**src/hw/rtl/pps_pkg.sv**
```systemverilog
// ----------------------------------------------------------------------------
// pps_pkg
// Shared types and constants of the preemptive priority scheduler.
// ----------------------------------------------------------------------------
package pps_pkg;

    // Field widths
    localparam int ARR_W   = 16;
    localparam int BURST_W = 16;
    localparam int PRIO_W  = 8;
    localparam int ID_W    = 7;
    localparam int TIME_W  = 23;

    // Default job table depth
    localparam int MAX_PROCESSES_DEF = 16;

    // One job table entry
    typedef struct packed {
        logic [ARR_W-1:0]   arrival;
        logic [BURST_W-1:0] burst;
        logic [PRIO_W-1:0]  prio;
        logic [BURST_W-1:0] remain;
    } t_entry;

    // Controller states
    typedef enum logic [2:0] {
        ST_IDLE,
        ST_START,
        ST_SCAN,
        ST_SETTLE,
        ST_CALC,
        ST_COMMIT,
        ST_FINISH,
        ST_RESULT
    } t_state;

    // Controller to datapath commands
    typedef struct packed {
        logic load;     // store accepted job request
        logic start;    // clear scan accumulators
        logic scan_rd;  // read next table entry
        logic calc;     // pick run length or jump time
        logic commit;   // advance time, write back remaining
        logic finish;   // load completion record
        logic clear;    // end of run, drop the set
    } t_cmd;

    // Datapath to controller status
    typedef struct packed {
        logic run_req;   // accepted job closes the set
        logic scan_last; // last table entry being read
        logic found;     // a ready job was found in the scan
        logic finished;  // selected job completes on commit
        logic all_done;  // every job of the set has completed
        logic out_taken; // completion record taken downstream
    } t_stat;

endpackage

```
**src/hw/rtl/pps_if.sv**
```systemverilog
// ----------------------------------------------------------------------------
// pps_if
// Valid/ready channels for job requests and completion records.
// ----------------------------------------------------------------------------
interface pps_job_if;
    logic                          valid;
    logic                          ready;
    logic [pps_pkg::ARR_W-1:0]     arr_tick;
    logic [pps_pkg::BURST_W-1:0]   burst_units;
    logic [pps_pkg::PRIO_W-1:0]    priority_req;
    logic                          last_job;

    modport source (output valid, arr_tick, burst_units, priority_req, last_job,
                    input ready);
    modport sink   (input valid, arr_tick, burst_units, priority_req, last_job,
                    output ready);
endinterface

interface pps_res_if;
    logic                          valid;
    logic                          ready;
    logic [pps_pkg::ID_W-1:0]      job_id;
    logic [pps_pkg::TIME_W-1:0]    turnaround;
    logic [pps_pkg::TIME_W-1:0]    waiting;
    logic                          last_result;

    modport source (output valid, job_id, turnaround, waiting, last_result,
                    input ready);
    modport sink   (input valid, job_id, turnaround, waiting, last_result,
                    output ready);
endinterface

```
**src/hw/rtl/pps_ctrl.sv**
```systemverilog
// ----------------------------------------------------------------------------
// pps_ctrl
// Sequencer: loads jobs, then steps scan / calc / commit per scheduling event.
// ----------------------------------------------------------------------------
module pps_ctrl (
    input  logic           i_clk,
    input  logic           i_rst_n,
    input  logic           i_in_valid,
    input  pps_pkg::t_stat i_stat,
    output logic           o_in_ready,
    output pps_pkg::t_cmd  o_cmd
);

    pps_pkg::t_state r_state;
    pps_pkg::t_state n_state;

    // State register
    always_ff @(posedge i_clk) begin
        if (!i_rst_n) begin
            r_state <= pps_pkg::ST_IDLE;
        end else begin
            r_state <= n_state;
        end
    end

    // Next state and commands
    always_comb begin
        n_state    = r_state;
        o_cmd      = '0;
        o_in_ready = 1'b0;
        case (r_state)
            pps_pkg::ST_IDLE: begin
                o_in_ready = 1'b1;
                if (i_in_valid) begin
                    o_cmd.load = 1'b1;
                    if (i_stat.run_req) begin
                        n_state = pps_pkg::ST_START;
                    end
                end
            end
            pps_pkg::ST_START: begin
                o_cmd.start = 1'b1;
                n_state     = pps_pkg::ST_SCAN;
            end
            pps_pkg::ST_SCAN: begin
                o_cmd.scan_rd = 1'b1;
                if (i_stat.scan_last) begin
                    n_state = pps_pkg::ST_SETTLE;
                end
            end
            pps_pkg::ST_SETTLE: begin
                n_state = pps_pkg::ST_CALC;
            end
            pps_pkg::ST_CALC: begin
                o_cmd.calc = 1'b1;
                // no ready job: time jumps, rescan
                n_state = i_stat.found ? pps_pkg::ST_COMMIT : pps_pkg::ST_START;
            end
            pps_pkg::ST_COMMIT: begin
                o_cmd.commit = 1'b1;
                n_state = i_stat.finished ? pps_pkg::ST_FINISH : pps_pkg::ST_START;
            end
            pps_pkg::ST_FINISH: begin
                o_cmd.finish = 1'b1;
                n_state      = pps_pkg::ST_RESULT;
            end
            pps_pkg::ST_RESULT: begin
                if (i_stat.out_taken) begin
                    if (i_stat.all_done) begin
                        o_cmd.clear = 1'b1;
                        n_state     = pps_pkg::ST_IDLE;
                    end else begin
                        n_state = pps_pkg::ST_START;
                    end
                end
            end
            default: begin
                n_state = pps_pkg::ST_IDLE;
            end
        endcase
    end

endmodule

```
**src/hw/rtl/pps_dpath.sv**
```systemverilog
// ----------------------------------------------------------------------------
// pps_dpath
// Job table memory, scan accumulators, time keeping and result register.
// ----------------------------------------------------------------------------
module pps_dpath #(
    parameter int MAX_PROCESSES = pps_pkg::MAX_PROCESSES_DEF
) (
    input  logic                        i_clk,
    input  logic                        i_rst_n,
    input  pps_pkg::t_cmd               i_cmd,
    output pps_pkg::t_stat              o_stat,
    input  logic [pps_pkg::ARR_W-1:0]   i_arr_tick,
    input  logic [pps_pkg::BURST_W-1:0] i_burst_units,
    input  logic [pps_pkg::PRIO_W-1:0]  i_priority_req,
    input  logic                        i_last_job,
    input  logic                        i_out_ready,
    output logic                        o_out_valid,
    output logic [pps_pkg::ID_W-1:0]    o_job_id,
    output logic [pps_pkg::TIME_W-1:0]  o_turnaround,
    output logic [pps_pkg::TIME_W-1:0]  o_waiting,
    output logic                        o_last_result
);

    localparam int IDX_W = (MAX_PROCESSES > 1) ? $clog2(MAX_PROCESSES) : 1;
    localparam int CNT_W = $clog2(MAX_PROCESSES + 1);
    localparam int ARR_W   = pps_pkg::ARR_W;
    localparam int BURST_W = pps_pkg::BURST_W;
    localparam int PRIO_W  = pps_pkg::PRIO_W;
    localparam int TIME_W  = pps_pkg::TIME_W;
    localparam int ID_W    = pps_pkg::ID_W;

    // Job table
    pps_pkg::t_entry r_mem [MAX_PROCESSES];

    logic [CNT_W-1:0]   r_job_cnt;
    logic [CNT_W-1:0]   r_done;
    logic [TIME_W-1:0]  r_now;

    logic [IDX_W-1:0]   r_scan_idx;
    logic               r_rd_vld;
    logic [IDX_W-1:0]   r_rd_idx;
    pps_pkg::t_entry    r_rd_data;

    // Best ready job of the scan
    logic               r_found;
    logic [IDX_W-1:0]   r_bidx;
    logic [ARR_W-1:0]   r_barr;
    logic [BURST_W-1:0] r_bburst;
    logic [PRIO_W-1:0]  r_bprio;
    logic [BURST_W-1:0] r_brem;

    // Earliest future arrival of an unfinished job
    logic               r_nfound;
    logic [ARR_W-1:0]   r_next;

    logic [BURST_W-1:0] r_len;
    logic               r_out_vld;

    logic [BURST_W-1:0] w_burst;
    logic [IDX_W-1:0]   w_slot;
    pps_pkg::t_entry    w_load_entry;
    logic               w_e_live;
    logic               w_e_ready;
    logic               w_e_future;
    logic               w_e_better;
    logic [BURST_W-1:0] w_gap;
    logic [BURST_W-1:0] w_len;
    logic [TIME_W-1:0]  w_turn;
    logic               w_out_taken;

    // Load entry, zero burst runs one unit
    always_comb begin
        w_burst = (i_burst_units == '0) ? BURST_W'(1) : i_burst_units;
        w_slot  = r_job_cnt[IDX_W-1:0];
        w_load_entry.arrival = i_arr_tick;
        w_load_entry.burst   = w_burst;
        w_load_entry.prio    = i_priority_req;
        w_load_entry.remain  = w_burst;
    end

    // Table write and registered read
    always_ff @(posedge i_clk) begin
        if (i_cmd.load) begin
            r_mem[w_slot] <= w_load_entry;
        end else if (i_cmd.commit) begin
            r_mem[r_bidx] <= '{arrival: r_barr, burst: r_bburst, prio: r_bprio,
                               remain: r_brem - r_len};
        end
        if (i_cmd.scan_rd) begin
            r_rd_data <= r_mem[r_scan_idx];
            r_rd_idx  <= r_scan_idx;
        end
    end

    // Entry classification during scan
    always_comb begin
        w_e_live   = (r_rd_data.remain != '0);
        w_e_ready  = w_e_live && (TIME_W'(r_rd_data.arrival) <= r_now);
        w_e_future = w_e_live && !w_e_ready;
        w_e_better = !r_found || (r_rd_data.prio < r_bprio) ||
                     ((r_rd_data.prio == r_bprio) && (r_rd_data.arrival < r_barr));
    end

    // Run length: up to the next arrival or to completion
    always_comb begin
        w_gap = r_next - r_now[ARR_W-1:0];
        w_len = (r_nfound && (w_gap < r_brem)) ? w_gap : r_brem;
    end

    assign w_turn      = r_now - TIME_W'(r_barr);
    assign w_out_taken = r_out_vld && i_out_ready;

    // Control registers
    always_ff @(posedge i_clk) begin
        if (!i_rst_n) begin
            r_job_cnt  <= '0;
            r_done     <= '0;
            r_now      <= '0;
            r_scan_idx <= '0;
            r_rd_vld   <= 1'b0;
            r_found    <= 1'b0;
            r_nfound   <= 1'b0;
            r_out_vld  <= 1'b0;
        end else begin
            r_rd_vld <= i_cmd.scan_rd;
            if (i_cmd.load) begin
                r_job_cnt <= r_job_cnt + CNT_W'(1);
            end
            if (i_cmd.start) begin
                r_scan_idx <= '0;
                r_found    <= 1'b0;
                r_nfound   <= 1'b0;
            end else begin
                if (i_cmd.scan_rd) begin
                    r_scan_idx <= r_scan_idx + IDX_W'(1);
                end
                if (r_rd_vld && w_e_ready && w_e_better) begin
                    r_found <= 1'b1;
                end
                if (r_rd_vld && w_e_future && (!r_nfound || (r_rd_data.arrival < r_next))) begin
                    r_nfound <= 1'b1;
                end
            end
            if (i_cmd.calc && !r_found) begin
                r_now <= TIME_W'(r_next);
            end
            if (i_cmd.commit) begin
                r_now <= r_now + TIME_W'(r_len);
            end
            if (i_cmd.finish) begin
                r_done    <= r_done + CNT_W'(1);
                r_out_vld <= 1'b1;
            end else if (w_out_taken) begin
                r_out_vld <= 1'b0;
            end
            if (i_cmd.clear) begin
                r_job_cnt <= '0;
                r_done    <= '0;
                r_now     <= '0;
            end
        end
    end

    // Payload registers of the scan and result
    always_ff @(posedge i_clk) begin
        if (r_rd_vld && w_e_ready && w_e_better) begin
            r_bidx   <= r_rd_idx;
            r_barr   <= r_rd_data.arrival;
            r_bburst <= r_rd_data.burst;
            r_bprio  <= r_rd_data.prio;
            r_brem   <= r_rd_data.remain;
        end
        if (r_rd_vld && w_e_future && (!r_nfound || (r_rd_data.arrival < r_next))) begin
            r_next <= r_rd_data.arrival;
        end
        if (i_cmd.calc) begin
            r_len <= w_len;
        end
        if (i_cmd.finish) begin
            o_job_id      <= ID_W'(r_bidx) + ID_W'(1);
            o_turnaround  <= w_turn;
            o_waiting     <= w_turn - TIME_W'(r_bburst);
            o_last_result <= ((r_done + CNT_W'(1)) == r_job_cnt);
        end
    end

    // Status to the controller
    always_comb begin
        o_stat.run_req   = i_last_job || (r_job_cnt == CNT_W'(MAX_PROCESSES - 1));
        o_stat.scan_last = ((CNT_W'(r_scan_idx) + CNT_W'(1)) == r_job_cnt);
        o_stat.found     = r_found;
        o_stat.finished  = (r_brem == r_len);
        o_stat.all_done  = (r_done == r_job_cnt);
        o_stat.out_taken = w_out_taken;
    end

    assign o_out_valid = r_out_vld;

`ifndef ASSERT_OFF
    a_done_le_cnt: assert property (@(posedge i_clk) disable iff (!i_rst_n)
        r_done <= r_job_cnt)
        else $error("completions exceed loaded jobs");

    a_cnt_le_max: assert property (@(posedge i_clk) disable iff (!i_rst_n)
        r_job_cnt <= CNT_W'(MAX_PROCESSES))
        else $error("job count beyond table depth");

    a_load_clean: assert property (@(posedge i_clk) disable iff (!i_rst_n)
        i_cmd.load |-> (r_done == '0) && !r_out_vld && (r_now == '0))
        else $error("job loaded while a run is open");

    a_result_done: assert property (@(posedge i_clk) disable iff (!i_rst_n)
        i_cmd.finish |=> r_out_vld && (r_done != '0))
        else $error("completion record without a counted completion");
`endif

endmodule

```
**src/hw/rtl/preemptive_priority_scheduler_core.sv**
```systemverilog
// ----------------------------------------------------------------------------
// preemptive_priority_scheduler_core
// Loads a job set, then runs preemptive priority scheduling and emits one
// completion record per job in completion order.
// ----------------------------------------------------------------------------
//  channel  dir  handshake          payload
//  i_job    in   valid/ready        arr_tick, burst_units, priority_req,
//                                   last_job
//  o_res    out  valid/ready        job_id, turnaround, waiting, last_result
//
//  A job request is taken as soon as it is valid while loading; the run
//  starts after the request marked last_job or the one that fills the table.
//  Each scheduling event walks the table through one memory read port, then
//  settles, picks a run length or an idle time jump and, for a run, commits;
//  a completion then loads its record and waits for the output handshake.
//  Events are completions, preemptions by an arrival, and idle time jumps.
//  i_job.ready stays low for the whole run; a stalled o_res holds the run.
//  Reset is synchronous, active low; the table contents are not cleared.
// ----------------------------------------------------------------------------
module preemptive_priority_scheduler_core #(
    parameter int MAX_PROCESSES = pps_pkg::MAX_PROCESSES_DEF
) (
    input  logic      i_clk,
    input  logic      i_rst_n,
    pps_job_if.sink   i_job,
    pps_res_if.source o_res
);

    pps_pkg::t_cmd  w_cmd;
    pps_pkg::t_stat w_stat;

    // Sequencer
    pps_ctrl u_ctrl (
        .i_clk      (i_clk),
        .i_rst_n    (i_rst_n),
        .i_in_valid (i_job.valid),
        .i_stat     (w_stat),
        .o_in_ready (i_job.ready),
        .o_cmd      (w_cmd)
    );

    // Datapath
    pps_dpath #(
        .MAX_PROCESSES (MAX_PROCESSES)
    ) u_dpath (
        .i_clk          (i_clk),
        .i_rst_n        (i_rst_n),
        .i_cmd          (w_cmd),
        .o_stat         (w_stat),
        .i_arr_tick     (i_job.arr_tick),
        .i_burst_units  (i_job.burst_units),
        .i_priority_req (i_job.priority_req),
        .i_last_job     (i_job.last_job),
        .i_out_ready    (o_res.ready),
        .o_out_valid    (o_res.valid),
        .o_job_id       (o_res.job_id),
        .o_turnaround   (o_res.turnaround),
        .o_waiting      (o_res.waiting),
        .o_last_result  (o_res.last_result)
    );

endmodule

```
**src/flat_wrapper.sv**
```systemverilog
// flat-port wrapper written by rule: the top's interface ports become plain ports
module preemptive_priority_scheduler_core_flat 
#(
    parameter int MAX_PROCESSES = pps_pkg::MAX_PROCESSES_DEF
)
  (i_clk, i_rst_n, i_job_valid, i_job_arr_tick, i_job_burst_units, i_job_priority_req, i_job_last_job, i_job_ready, o_res_valid, o_res_job_id, o_res_turnaround, o_res_waiting, o_res_last_result, o_res_ready);
  pps_job_if i_job_i ();
  pps_res_if o_res_i ();
  input  logic i_clk;
  input  logic i_rst_n;
  input wire logic [$bits(i_job_i.valid)-1:0] i_job_valid;
  input wire logic [$bits(i_job_i.arr_tick)-1:0] i_job_arr_tick;
  input wire logic [$bits(i_job_i.burst_units)-1:0] i_job_burst_units;
  input wire logic [$bits(i_job_i.priority_req)-1:0] i_job_priority_req;
  input wire logic [$bits(i_job_i.last_job)-1:0] i_job_last_job;
  output wire logic [$bits(i_job_i.ready)-1:0] i_job_ready;
  output wire logic [$bits(o_res_i.valid)-1:0] o_res_valid;
  output wire logic [$bits(o_res_i.job_id)-1:0] o_res_job_id;
  output wire logic [$bits(o_res_i.turnaround)-1:0] o_res_turnaround;
  output wire logic [$bits(o_res_i.waiting)-1:0] o_res_waiting;
  output wire logic [$bits(o_res_i.last_result)-1:0] o_res_last_result;
  input wire logic [$bits(o_res_i.ready)-1:0] o_res_ready;
  assign i_job_i.valid = i_job_valid;
  assign i_job_i.arr_tick = i_job_arr_tick;
  assign i_job_i.burst_units = i_job_burst_units;
  assign i_job_i.priority_req = i_job_priority_req;
  assign i_job_i.last_job = i_job_last_job;
  assign i_job_ready = i_job_i.ready;
  assign o_res_valid = o_res_i.valid;
  assign o_res_job_id = o_res_i.job_id;
  assign o_res_turnaround = o_res_i.turnaround;
  assign o_res_waiting = o_res_i.waiting;
  assign o_res_last_result = o_res_i.last_result;
  assign o_res_i.ready = o_res_ready;
  preemptive_priority_scheduler_core #(.MAX_PROCESSES(MAX_PROCESSES)) u_core (.i_clk(i_clk), .i_rst_n(i_rst_n), .i_job(i_job_i), .o_res(o_res_i));
endmodule
```
**config.mk**
```make
export PLATFORM = sky130hd
export DESIGN_NAME = preemptive_priority_scheduler_core_flat
export DESIGN_NICKNAME = d
export VERILOG_FILES = /design/src/hw/rtl/pps_pkg.sv /design/src/hw/rtl/pps_if.sv /design/src/hw/rtl/pps_ctrl.sv /design/src/hw/rtl/pps_dpath.sv /design/src/hw/rtl/preemptive_priority_scheduler_core.sv /design/src/flat_wrapper.sv
export SDC_FILE = /design/constraint.sdc
export NUM_CORES = 1
export LEC_CHECK = 0
export BUFFER_PORTS_ARGS = -buffer_cell sky130_fd_sc_hd__buf_2
export CAP_MARGIN = 20
export CORE_MARGIN = 2
export CORE_UTILIZATION = 25
export CTS_BUF_LIST = sky130_fd_sc_hd__clkbuf_2 sky130_fd_sc_hd__clkbuf_4 sky130_fd_sc_hd__clkbuf_8
export CTS_CLUSTER_SIZE = 28
export DETAILED_ROUTE_END_ITERATION = 6
export GPL_ROUTABILITY_DRIVEN = 0
export GPL_TIMING_DRIVEN = 0
export HOLD_SLACK_MARGIN = 0.06
export PLACE_DENSITY = 0.4
export SLEW_MARGIN = 0
export SYNTH_ARGS = -nofsm -noshare
export SYNTH_HDL_FRONTEND = slang
export SYNTH_HIERARCHICAL = 1
export SYNTH_SLANG_ARGS = --single-unit
```
**constraint.sdc**
```tcl
create_clock -name i_clk -period 10.69 [get_ports i_clk]
set_clock_uncertainty 0.15 [all_clocks]
set_input_delay 1.069 -clock i_clk [delete_from_list [all_inputs] [get_ports i_clk]]
set_output_delay 1.069 -clock i_clk [all_outputs]
set_load 0.05 [all_outputs]
```
* Word-level counts from Yosys, hierarchy flattened
Memories as Yosys holds them, arrays and structs flattened. A register that Yosys moved wholly into a read port is not among the register bits.
Cells that the tools add are included.
** Operators by class
- Bitwise logic cells :: 1
- Order comparisons :: 5
- Add/subtract/negate cells :: 10
- Multiplexer cells :: 33
- Reductions and logical operators :: 26
- Equality and inequality tests :: 17
** Operators with widths (count)
- $mux 56 :: 1
- $reduce_or 56->1 :: 1
- $lt 16x16->1 :: 3
- $mux 23 :: 2
- $sub 23x16->23 :: 2
- $mux 16 :: 2
- $sub 16x16->16 :: 2
- $pmux 3 s8 :: 1
- $add 23x16->23 :: 1
- $le 16x23->1 :: 1
- $mux 1 :: 20
- $mux 3 :: 6
- $eq 16x16->1 :: 1
- $logic_not 16->1 :: 1
- $reduce_bool 16->1 :: 1
- $eq 5x5->1 :: 3
- $eq 3x3->1 const B :: 4
- $add 4x1->5 const B :: 2
- $add 5x1->5 const B :: 2
- $logic_and 1x1->1 :: 10
- $eq 8x8->1 :: 1
- $lt 8x8->1 :: 1
- $ne 2x2->1 const B :: 4
- $eq 3x2->1 const B :: 2
- other kinds (11) :: 18
** Storage, ports and cells
- Input bits :: 45
- Bits in registers :: 194
- Word-level logic and storage cells :: 114
- Memory bits (writable) :: 896
- Output and inout bits :: 56
- Memories kept :: 1
** Memory list
- u_core.u_dpath.r_mem :: words 16, bits a word 56, rd ports 1, clocked after memory_dff 1, wr ports 1, RTL line pps_dpath.sv:33 : pps_pkg::t_entry r_mem [MAX_PROCESSES];

* Longest topological paths before layout
- Depth after elaboration :: 7
- Gate-level depth with buffers :: 19

* Modules after synthesis
The synthesis kept the hierarchy.
** Modules (own cells, without submodules)
- pps_dpath :: cells each 2617, times used 1, area each 48041.1 µm²
- pps_ctrl :: cells each 33, times used 1, area each 267.8 µm²

* Worst setup path before layout
Ideal clock, no wire load.
- Path kind :: reg2reg
- Start point :: reg u_core.u_ctrl.r_state[1]
- End point :: reg u_core.u_dpath.r_scan_idx[3]
- Setup time :: 0.065 ns
- Arrival time :: 6.064 ns
- Clock period less this slack :: 6.279 ns
- Path slack :: 4.411 ns
- Stages on the path, launching flop included :: 6
- Buffers on the path :: 1
- Cell sequence :: dfxtp_1 buf_6 nor3b_1 nand4_1 xor2_1 nor2_1
** RTL lines
- from (decl) :: RTL line pps_ctrl.sv:14 : pps_pkg::t_state r_state;
- from (signal assigned) :: RTL line pps_ctrl.sv:20 : r_state <= pps_pkg::ST_IDLE;
- from (signal assigned) :: RTL line pps_ctrl.sv:22 : r_state <= n_state;
- to (signal assigned) :: RTL line pps_dpath.sv:135 : r_scan_idx <= r_scan_idx + IDX_W'(1);
- to (decl) :: RTL line pps_dpath.sv:39 : logic [IDX_W-1:0] r_scan_idx;

* Worst setup path in the final report
- Start point :: reg u_core.u_dpath.r_now[1]
- End point :: reg u_core.u_dpath.r_len[12], data pin
** On the way
- Word-level cells in the longest chain between the ends :: 4
** Ends and longest elaborated chain
- from (decl) :: RTL line pps_dpath.sv:37 : logic [TIME_W-1:0] r_now;
- from (signal assigned) :: RTL line pps_dpath.sv:145 : r_now <= TIME_W'(r_next);
- from (signal assigned) :: RTL line pps_dpath.sv:148 : r_now <= r_now + TIME_W'(r_len);
- $sub 16x16->16 (*) :: RTL line pps_dpath.sv:106 : w_gap = r_next - r_now[ARR_W-1:0];
- $lt 16x16->1 :: RTL line pps_dpath.sv:107 : w_len = (r_nfound && (w_gap < r_brem)) ? w_gap : r_brem;
- $logic_and 1x1->1 :: RTL line pps_dpath.sv:107
- $mux 16 (*) :: RTL line pps_dpath.sv:107
- via u_core.u_dpath.w_len[12] :: RTL line pps_dpath.sv:67 : logic [BURST_W-1:0] w_len;
- to (signal assigned) :: RTL line pps_dpath.sv:177 : r_len <= w_len;
- to (decl) :: RTL line pps_dpath.sv:56 : logic [BURST_W-1:0] r_len;
Mark *: on every way through the listed nets, which the timed path passes. The rest lies on a longest branch.
A chain may end at the register's enable or synchronous reset.

==> results.txt <==
----------------------------------------------------
[Cells and area]
  Area of combinational cells with multiple inputs ... 0.0137 sq mm
  Register area ... 0.0339 sq mm
  Proportion of layout cells with a drive suffix above 1 ... 0.273
  Area overhead of the layout relative to synthesis ... 20.7%
  Final instance area ... 0.0583 sq mm
  Final net count ... 3,300
  Number of fillers in the final layout ... 18,951

[Job]
  Count of maximum capacitance violations ... 0

[Power]
  Switching fraction of total power ... 0.229
  Leakage ... 19.1 nW
  Internal portion of total power ... 7.29 mW
  IR Drop Worst-Case VDD ... 105 uV
  Sum of internal, switching and leakage power ... 9.45 mW
  Net switching power ... 2.16 mW
  Gate power share ... 0.059
  Share of total power in the clock network ... 0.410
  Power density relative to cell area ... 162 mW/mm^2
  Sequential Power Share ... 0.531

[Setup path]
  Cell chain of the critical path ... inv_1, ha_1, nor2b_1, o21ai_0, a21oi_1, o21ai_0, a21oi_1, a41o_1, o41ai_1, xnor2_1, ha_1, nand3_1, or3_1, a21oi_1, a2111o_1, clkbuf_1, buf_2, mux2_2
  Worst EP required ... 11.19 ns
  Type of the setup path with the least slack ... reg -> reg
  Data arrival time of the critical path ... 6.08 ns
  Library cell contributing the largest single delay on the critical path ... sky130_fd_sc_hd__dfxtp_1
  Count of buffer and inverter cells on the critical path ... 3
  Most frequent cell on the critical path ... sky130_fd_sc_hd__a21oi_1
  Critical path endpoint category ... register
  Crit-path max cell delay ... 0.57 ns
  Critical path fanouts, max ... 10
  Family of cells with the greatest summed delay on the critical path ... compound AO/OA/AOI/OAI gates
  Setup crit start kind ... register

[Global route]
  Global-route usage over all layers ... 0.156
  Initial antenna violation count ... 10
  Remaining global-route overflow ... 0
  Vias in the first global route ... 27,337
  Pin count of the biggest net entering global routing ... 32
  Wire length of the first global-routing pass ... 214,000 um

[Run status]
  Run status ... complete, no violations

[Placed design]
  DPL Wire Length ... 111,000 um
  Port Buf Inserts ... 98
  Post-placement worst setup slack ... 4.82 ns
  Placed cell area ... 0.0545 sq mm

[Clocking]
  Clock root buffer master ... sky130_fd_sc_hd__clkbuf_8
  Maximum level of the CTS H-tree ... 4
  CTS clk-pin slew, worst paths ... 0.06 ns
  TritonCTS clock tree ... yes
  Num CTS Buffers ... 198
  Number of sinks driven by the clock tree ... 1,144
  Worst skew pair latency ... 0.91 ns
  Number of hold buffers added after CTS ... 0
  Number of setup buffers added after CTS ... 0
  Post-cts repair resize count ... 0
  Clock Path Buffers ... 3

[Timing]
  Number of failing setup endpoints in the final timing report ... 0
  Final number of max-transition violations ... 0
  Setup TNS ... 0 ns
  Post-layout worst setup margin ... 5.11 ns
  Hold Fails Final Rpt ... 0
  Final worst path period need ... 5.58 ns
  Share of the clock period used by the worst path after layout ... 0.522
  Fmax ... 0.179 GHz
  Headroom to the max-slew limit ... 0.179
  Hold_ws ... 0.265 ns
  Unrepaired setup endpoints after global routing ... no
  Slew at the pin with the worst max-slew slack ... 1.23 ns

[Floorplan]
  Horiz. Die Dim ... 444 um
  Number of core rows ... 161
  Floorplan die height ... 444 um
  Placeable core area ... 0.192 sq mm
  I/O pin total ... 101
  Initial Utilization ... 0.251
  Die Area ... 0.197 sq mm

[Route]
  Avg WL per Cell ... 26.6 um
  Antenna viol nets, final ... 0
  DRC ... 0
  Number of vias in the routed layout ... 26,378
  Violation count after the first detailed-routing iteration ... 2,156
  Post-Route WL ... 153,000 um
  Via density per instance ... 4.56
  1st-pass router iterations ... 5

[Synth]
  Area fraction of the dominant cell type after synthesis ... 0.684
  Number of storage elements in the synthesis netlist ... 1,144
  Seq/Total Area, Yosys ... 0.702
  Synth warn ... 6
  Number of synthesized flops with an enable pin ... 1,100
  Number of library cell types mapped by synthesis ... 80
  Top FF cell, synth ... sky130_fd_sc_hd__edfxtp_1
  Mapped Cells ... 2,650
  Leading cell types by total area after synthesis ... sky130_fd_sc_hd__edfxtp_1, sky130_fd_sc_hd__mux4_2, sky130_fd_sc_hd__ha_1
  Mean cell area of the mapped netlist ... 18.2 sq um
  Async SR Flop Fraction ... 0
  Library cell with the largest summed area after synthesis ... sky130_fd_sc_hd__edfxtp_1
  Post-Synthesis Cell Area ... 0.0483 sq mm

[Min path]
  Type of the worst min-delay path ... reg -> reg

----------------------------------------------------
## layer usage
metal / share of wire / vias up / GRT usage
met4: 0.032 / 0 / 0.0557
met5: 0 / - / 0
met2: 0.48 / 684 / 0.253
met1: 0.44 / 13888 / 0.208
met3: 0.048 / 225 / 0.0290
li1: - / 11581 / -
## Yosys cell counts, types with 29 or more instances
master and number:
sky130_fd_sc_hd__ha_1 152, sky130_fd_sc_hd__nor2_1 108, sky130_fd_sc_hd__a21o_1 39, sky130_fd_sc_hd__edfxtp_1 1100, sky130_fd_sc_hd__o21ai_0 93, sky130_fd_sc_hd__a21oi_1 79
sky130_fd_sc_hd__xnor2_1 62, sky130_fd_sc_hd__nand2b_1 29, sky130_fd_sc_hd__a211oi_1 30, sky130_fd_sc_hd__dfxtp_1 44, sky130_fd_sc_hd__nand2_1 86, sky130_fd_sc_hd__buf_1 32
sky130_fd_sc_hd__inv_1 130, sky130_fd_sc_hd__xor2_1 42, sky130_fd_sc_hd__mux4_2 280, sky130_fd_sc_hd__clkbuf_1 64
## layout by cell type, fill, tap and decap left out, drive strengths merged, types with 5 or more instances in the layout
master and instances:
and2 8, inv 137, o21a 19, nor2b 21, mux2i 7, a21oi 80
mux4 280, nor2 108, clkbuf 319, mux2 14, xor2 43, clkinv 77
fa 5, nand3 21, nor4 14, o211ai 5, a211oi 31, nand2b 29
bufinv 5, or3 12, xnor2 62, dfxtp 44, edfxtp 1100, nor3b 6
nand2 86, nand4 23, o21ai 102, a31oi 10, ha 152, a2111oi 5
nor3 25, a21o 39, buf 288, o31ai 5, clkinvlp 7
## final cells by class
class / instances / area share
sequential: 1144 / 0.582
inverter: 130 / 0.00837
tap: 2526 / 0.0542
timing repair buffer: 247 / 0.0488
clock buffer: 255 / 0.0545
antenna: 4 / 0.000172
multi-input combinational: 1272 / 0.234
clock inverter: 96 / 0.0104
buffer: 105 / 0.00743
## power groups by stage
stage	combinational, mW	sequential [mW]	clock [mW]
2_1_floorplan	0.306	5.11	0
3_3_place_gp	0.497	5.14	0
3_5_place_dp	0.566	5.11	0
4_1_cts	0.568	5.02	4.01
5_1_grt	0.601	5.02	4.20
6_report	0.556	5.02	3.87
## per-stage QoR
step,util,instances
after floorplan,-,2651
after global routing,0.303,5776
final,0.303,5779
after CTS,0.303,5771
after global placement,0.270,5275
after detailed placement,0.283,5420
## cells by family after synthesis
family,after synthesis,share of synthesized area
DFF,1144,0.702
and+or+nand+nor,369,0.0374
AOI/OAI and AO/OA,338,0.0456
muxes,301,0.135
buffers and inverters,235,0.0190
adders and majority gates,157,0.0414
xor gates and xnor gates,105,0.0192
other,1,0.0000776
## registers in the layout, summed over array words and instances (netlist names)
name	flops
u_core/u_dpath/r_mem	896
u_core/u_dpath/r_rd_data	56
u_core/u_dpath/o_turnaround	23
u_core/u_dpath/o_waiting	23
u_core/u_dpath/r_now	23
u_core/u_dpath/r_barr	16
u_core/u_dpath/r_bburst	16
u_core/u_dpath/r_brem	16
u_core/u_dpath/r_len	16
u_core/u_dpath/r_next	16
u_core/u_dpath/r_bprio	8
u_core/u_dpath/o_job_id	5
u_core/u_dpath/r_done	5
u_core/u_dpath/r_job_cnt	5
u_core/u_dpath/r_bidx	4
u_core/u_dpath/r_rd_idx	4
u_core/u_dpath/r_scan_idx	4
u_core/u_ctrl/r_state	3
u_core/u_dpath/o_last_result	1
u_core/u_dpath/o_out_valid	1
u_core/u_dpath/r_found	1
u_core/u_dpath/r_nfound	1
u_core/u_dpath/r_rd_vld	1
## path summary, 6_finish.rpt
path                                            startpoint                       end  slack [ns]  depth (start not counted)
worst min register to register  u_core/u_dpath/r_rd_idx[3]  u_core/u_dpath/r_bidx[3]        0.27                          0
worst max-delay path               u_core/u_dpath/r_now[1]  u_core/u_dpath/r_len[12]        5.11                         18
worst min-delay path            u_core/u_dpath/r_rd_idx[3]  u_core/u_dpath/r_bidx[3]        0.27                          0
worst max register to register     u_core/u_dpath/r_now[1]  u_core/u_dpath/r_len[12]        5.11                         18
No activity file was read; power rests on OpenSTA's default activity.
